File: src/rtl/core/rie_pkg.sv
// ----------------------------------------------------------------------------
// rie_pkg: shared types and constants for the instruction execute block
// Operation codes, fault codes, config register indexes, and the command and
// status structs that join the controller with the datapath.
// ----------------------------------------------------------------------------
package rie_pkg;

   localparam int MemWordsDefault = 65536;
   localparam int RegCountDefault = 32;

   typedef enum logic [5:0] {
      OP_LUI, OP_AUIPC, OP_JAL, OP_JALR, OP_BEQ, OP_BNE, OP_BLT, OP_BGE,
      OP_BLTU, OP_BGEU, OP_LB, OP_LH, OP_LW, OP_LBU, OP_LHU, OP_SB, OP_SH,
      OP_SW, OP_ADDI, OP_SLTI, OP_SLTIU, OP_XORI, OP_ORI, OP_ANDI, OP_SLLI,
      OP_SRLI, OP_SRAI, OP_ADD, OP_SUB, OP_SLL, OP_SLT, OP_SLTU, OP_XOR,
      OP_SRL, OP_SRA, OP_OR, OP_AND, OP_MUL, OP_MULH, OP_MULHSU, OP_MULHU,
      OP_DIV, OP_DIVU, OP_REM, OP_REMU, OP_ROT, OP_IN, OP_OUT
   } op_type;

   localparam logic [1:0] FAULT_NONE    = 2'd0;
   localparam logic [1:0] FAULT_BAD_OP  = 2'd1;
   localparam logic [1:0] FAULT_CONTEST = 2'd2;

   localparam logic CSR_PC_STEP      = 1'b0;
   localparam logic CSR_CONTEST_MODE = 1'b1;

   localparam logic [7:0] CONTEST_BYTE = 8'haa;

   // controller -> datapath commands
   typedef struct packed {
      logic capture;    // latch request and read registers
      logic mem_rd;     // issue memory read
      logic mul_go;     // register multiply product
      logic div_start;  // load divider
      logic div_step;   // one divider iteration
      logic finish;     // compute result and commit state
   } dp_cmd_type;

   // datapath -> controller status
   typedef struct packed {
      logic is_load;
      logic is_mul;
      logic is_div;
      logic div_done;
   } dp_stat_type;

endpackage

File: src/rtl/core/rie_ctrl.sv
// ----------------------------------------------------------------------------
// rie_ctrl: execute sequencer
// Walks each instruction through capture, optional memory read, multiply or
// divide iterations, commit and result handoff.
// ----------------------------------------------------------------------------
module rie_ctrl
   import rie_pkg::*;
(
   input  logic        clock,
   input  logic        reset,
   input  logic        req_valid,
   output logic        req_ready,
   output logic        rsp_valid,
   input  logic        rsp_ready,
   input  dp_stat_type stat,
   output dp_cmd_type  cmd
);

   typedef enum logic [2:0] {
      ST_IDLE, ST_DECODE, ST_MEM, ST_MUL, ST_DIV, ST_FINISH
   } state_type;

   state_type state_ff, state_in;
   logic      rsp_valid_ff, rsp_valid_in;

   // a new item may enter while the previous result still waits
   assign req_ready = (state_ff == ST_IDLE);
   assign rsp_valid = rsp_valid_ff;

   always_comb begin
      state_in     = state_ff;
      rsp_valid_in = rsp_valid_ff & ~rsp_ready;
      cmd          = '0;
      unique case (state_ff)
         ST_IDLE: begin
            if (req_valid) begin
               cmd.capture = 1'b1;
               state_in    = ST_DECODE;
            end
         end
         ST_DECODE: begin
            if (stat.is_load) begin
               cmd.mem_rd = 1'b1;
               state_in   = ST_MEM;
            end else if (stat.is_mul) begin
               cmd.mul_go = 1'b1;
               state_in   = ST_MUL;
            end else if (stat.is_div) begin
               cmd.div_start = 1'b1;
               state_in      = ST_DIV;
            end else begin
               state_in = ST_FINISH;
            end
         end
         ST_MEM, ST_MUL: state_in = ST_FINISH;
         ST_DIV: begin
            if (stat.div_done) state_in = ST_FINISH;
            else cmd.div_step = 1'b1;
         end
         ST_FINISH: begin
            // hold until the output register is free
            if (!rsp_valid_ff || rsp_ready) begin
               cmd.finish   = 1'b1;
               rsp_valid_in = 1'b1;
               state_in     = ST_IDLE;
            end
         end
         default: state_in = ST_IDLE;
      endcase
   end

   always_ff @(posedge clock) begin
      if (reset) begin
         state_ff     <= ST_IDLE;
         rsp_valid_ff <= 1'b0;
      end else begin
         state_ff     <= state_in;
         rsp_valid_ff <= rsp_valid_in;
      end
   end

   a_finish_free: assert property (@(posedge clock) disable iff (reset)
      cmd.finish |-> (!rsp_valid_ff || rsp_ready)) else $error("result overwritten");
   a_finish_valid: assert property (@(posedge clock) disable iff (reset)
      cmd.finish |=> rsp_valid) else $error("finish without result");
   a_one_cmd: assert property (@(posedge clock) disable iff (reset)
      $onehot0(cmd)) else $error("multiple commands");

endmodule

File: config.mk
export PLATFORM = sky130hd
export DESIGN_NAME = rie_ctrl
export DESIGN_NICKNAME = d
export VERILOG_FILES = /design/src/rtl/core/rie_pkg.sv /design/src/rtl/core/rie_ctrl.sv
export SDC_FILE = /design/constraint.sdc
export NUM_CORES = 1
export LEC_CHECK = 0
export ABC_AREA = 1
export BUFFER_PORTS_ARGS = -buffer_cell sky130_fd_sc_hd__buf_2
export CORE_AREA = 3 3 40 42
export DETAILED_ROUTE_END_ITERATION = 12
export DIE_AREA = 0 0 43 45
export HOLD_SLACK_MARGIN = 0.08
export PLACE_DENSITY = 0.44
export SETUP_SLACK_MARGIN = 0.1
export SYNTH_ARGS = -nofsm -noshare
export SYNTH_HDL_FRONTEND = slang
export SYNTH_SLANG_ARGS = --single-unit
export TNS_END_PERCENT = 100
File: constraint.sdc
create_clock -name clock -period 0.93 [get_ports clock]
set_input_delay 0.279 -clock clock [delete_from_list [all_inputs] [get_ports clock]]
set_output_delay 0.279 -clock clock [all_outputs]
set_load 0.1 [all_outputs]
==> results.toml <==
[status]
status = "finished, violations left"
violations_in_the_final_reports = "negative setup slack"

[power]
seqPwrFrac = 0.145
proportion_of_total_power_due_to_net_switching = 0.483
p_int_w = 0.000940
pwr_density_cell_nw_per_um2 = 1990
power_frac_comb = 0.736
leakage_nw = 0.410
ir_drop_v = 0.00140
clock_share_of_power = 0.120
netSwitchingPower_w = 0.000877

[worst_setup_path]
r2r_start = "state_ff[1]$_SDFFE_PP0P_"
r2r_end = "state_ff[1]$_SDFFE_PP0P_"
worst-path-max-fanout = 4
path_cells = "nor2_4, nand2_4, nor3_4, buf_12"
reg2reg_setup_slack_ps = -250
kind_of_end_point_of_the_critical_path = "primary output"
ff_to_ff_path_depth = 6
worstPathArrival_ps = 1230
critPathLaunchType = "register"
crit_slowest_cell = "sky130_fd_sc_hd__dfxtp_4"
critPathMaxStageDelay_ps = 360
worst-setup-path-type = "register to primary output"
cp.required_ps = 650

[final_layout]
final_layout_size_suffix_gt1_frac = 0.789
fill_cell_total_of_the_finished_layout = 93
syn2layout_area_growth_pct = 216
antenna_cells = 0
nNetsFinal = 100
layout.cells.non_filler = 105

[die]
die_h_um = 45
fp_rows = 13
die_width_um = 43
die_area_um2 = 1940
effective_utilization_at_floorplan = 0.225
core_region_area_um2 = 1280
ios = 16

[sta]
endpoints_failing_hold = 0
finClkSkew_ps = 6.45
final.setup.tns_ps = -4370
setup_violations = 12
fmaxAchievable_mhz = 665
grt_setup_unrepaired = "true"
slew_headroom = 0.838
final_max_slew_viol_count = 0
post-route-worst-setup-slack_ps = -575
period_share = 1.62
finalWorstPathRequiredPeriod_ps = 1500
worst_slew_pin_slew_ps = 241

[global_route]
grt_max_degree = 6
first_global_vias = 517
globalRoute.totalOverflow = 0
grt_use_total = 0.143
grt_antenna_before_repair = 0
global_route_wire_length_before_repair_um = 2040

[logic_synthesis]
post_synth_inst_count = 51
yosysTopAreaCellShare = 0.277
mappedNetlistNets = 59
fraction_of_synthesized_cell_area_in_xor_and_xnor_cells = 0
synth_area_leader_cell = "sky130_fd_sc_hd__dfxtp_1"
synth-adder-area-share = 0
dominant_combinational_cell_family_by_area_after_synthesis = "simple AND/OR/NAND/NOR gates"
ys_seq_elements = 4
synth.cell_area_um2 = 289
synth_top_cells_by_area = "sky130_fd_sc_hd__dfxtp_1 28%, sky130_fd_sc_hd__nor2_1 14%, sky130_fd_sc_hd__inv_1 12%"
compound_gate_portion_of_the_synthesized_area = 0.0693
count_of_warnings_emitted_by_yosys = 0
post_synth_mux_area_share = 0
syn_avg_cell_area_um2 = 5.67
synth_simple_gate_area_frac = 0.494
synthDistinctLibCells = 14
synth_sequential_area_ratio = 0.277

[placement]
io_buffer_count = 15
preCtsSetupSlack_ps = -356
place.detailed.instances = 94
hpwlAfterDp_um = 839
routabilityCongestion = 0.743

[detailed_routing]
route.detailed.wl_per_inst_um = 11.7
drc_viols = 0
finalWirelength_um = 1230
drt_first_pass_iters = 4
ant_nets = 0
vias_per_cell = 4.41
detailedRoute.firstIterationViolations = 6
via_count = 463

[worst_hold_path]
hold_path_end = "state_ff[2]$_SDFFE_PP0P_"
worst_hold_path.num_cells = 2
holdCritPathClass = "input pin to register"
min-delay-start = "reset"

[clock_tree]
clk_root_buffer_cell = "sky130_fd_sc_hd__clkbuf_4"
htree_num_levels = 1
clk-insertion-delay-late_ps = 230
cts_tree = "done"
cts.reportedPaths.clkPinSlew_ps = 40
cts_buffers = 3
clock_sinks = 4
clock_tree.buffer_depth = 2

[run]
max_cap_viol_count = 0
## worst max-delay path, delay by kind of cell (launching register included)
kind	cells	cell delay [ps]
AND/OR/NAND/NOR	3	420
flip-flops	1	360
buffers and inverters	1	200
## placed cells by master, fill, tap and decap left out, types with 2 or more instances in the layout
cell type and instances:
sky130_fd_sc_hd__buf_6 8, sky130_fd_sc_hd__nor3_4 3, sky130_fd_sc_hd__buf_2 7, sky130_fd_sc_hd__nor2_4 8, sky130_fd_sc_hd__clkbuf_4 3, sky130_fd_sc_hd__buf_12 10
sky130_fd_sc_hd__inv_1 6, sky130_fd_sc_hd__dfxtp_4 4, sky130_fd_sc_hd__a21oi_2 3, sky130_fd_sc_hd__nand3_4 3, sky130_fd_sc_hd__nor2_1 5, sky130_fd_sc_hd__inv_2 4
sky130_fd_sc_hd__buf_4 12, sky130_fd_sc_hd__nand2_1 6, sky130_fd_sc_hd__nand2_2 2
## layout make-up
class / instances / area (um2) / share of cell area
Timing Repair Buffer: 37 / 415 / 0.455
Multi-Input combinational cell: 35 / 318 / 0.348
Sequential cell: 4 / 95.1 / 0.104
Inverter: 11 / 43.8 / 0.0479
Clock buffer: 3 / 22.5 / 0.0247
Tap cell: 15 / 18.8 / 0.0205
## how the worst max path moves through the flow
stage	from	slack (ps)	to
after floorplan	state_ff[2]$_SDFFE_PP0P_	-770	cmd[2]
after global placement	state_ff[1]$_SDFFE_PP0P_	-330	cmd[2]
after detailed placement	state_ff[1]$_SDFFE_PP0P_	-360	cmd[2]
after CTS	state_ff[1]$_SDFFE_PP0P_	-580	cmd[3]
after global routing	state_ff[1]$_SDFFE_PP0P_	-630	cmd[3]
final	state_ff[1]$_SDFFE_PP0P_	-570	cmd[3]
## state kept, by name, summed over array words and instances (netlist names)
| name | count |
|---|---|
| state_ff | 3 |
| rsp_valid | 1 |
## metal layers
layer / part of all wire / vias to the layer above / track usage
li1: - / 237 / -
met4: 0.017 / 0 / 0.0843
met2: 0.58 / 18 / 0.269
met1: 0.35 / 204 / 0.143
met3: 0.051 / 4 / 0.0319
met5: 0 / - / 0
## cell usage after synthesis
master	n
sky130_fd_sc_hd__nor2_1	11
sky130_fd_sc_hd__nor3b_1	1
sky130_fd_sc_hd__dfxtp_1	4
sky130_fd_sc_hd__inv_1	9
sky130_fd_sc_hd__nand2_1	9
sky130_fd_sc_hd__a21oi_1	3
sky130_fd_sc_hd__o21ai_0	1
sky130_fd_sc_hd__nand3b_1	1
sky130_fd_sc_hd__nor2_4	1
sky130_fd_sc_hd__inv_2	2
sky130_fd_sc_hd__nor2_2	1
sky130_fd_sc_hd__buf_2	1
sky130_fd_sc_hd__nor3_1	3
sky130_fd_sc_hd__nand3_1	4
## cell families (layout without fill, tap and decap cells)
kind of cell,Yosys count,in the layout
buf+inv,12,51
simple gates,31,31
compound gates,4,4
flops,4,4
## stage by stage
stage | cell area [um2] | total power, W | hold WS (ps) | util
after floorplan | 385 | 0.000916 | 338 | -
after global placement | 706 | 0.00127 | 501 | 0.549
after detailed placement | 706 | 0.00127 | 497 | 0.549
after CTS | 892 | 0.00179 | 262 | 0.694
after global routing | 913 | 0.00193 | 272 | 0.711
final | 913 | 0.00182 | 278 | 0.711
## power groups by stage
stage	combinational (W)	sequential, W	clock (W)
2_1_floorplan	0.000655	0.000261	0
3_3_place_gp	0.00101	0.000258	0
3_5_place_dp	0.00101	0.000259	0
4_1_cts	0.00130	0.000258	0.000228
5_1_grt	0.00141	0.000267	0.000253
6_report	0.00134	0.000263	0.000217
## timing repair
| action | 4_1_cts | 5_1_grt |
|---|---|---|
| resized for setup | 22 | 10 |
| hold endpoints to repair | 0 | 0 |
| hold buffers | 0 | 0 |
| buffers inserted | 9 | 4 |
| setup endpoints to repair | 12 | 12 |
| pin swaps | 11 | 8 |
(Power assumes the default switching activity.)
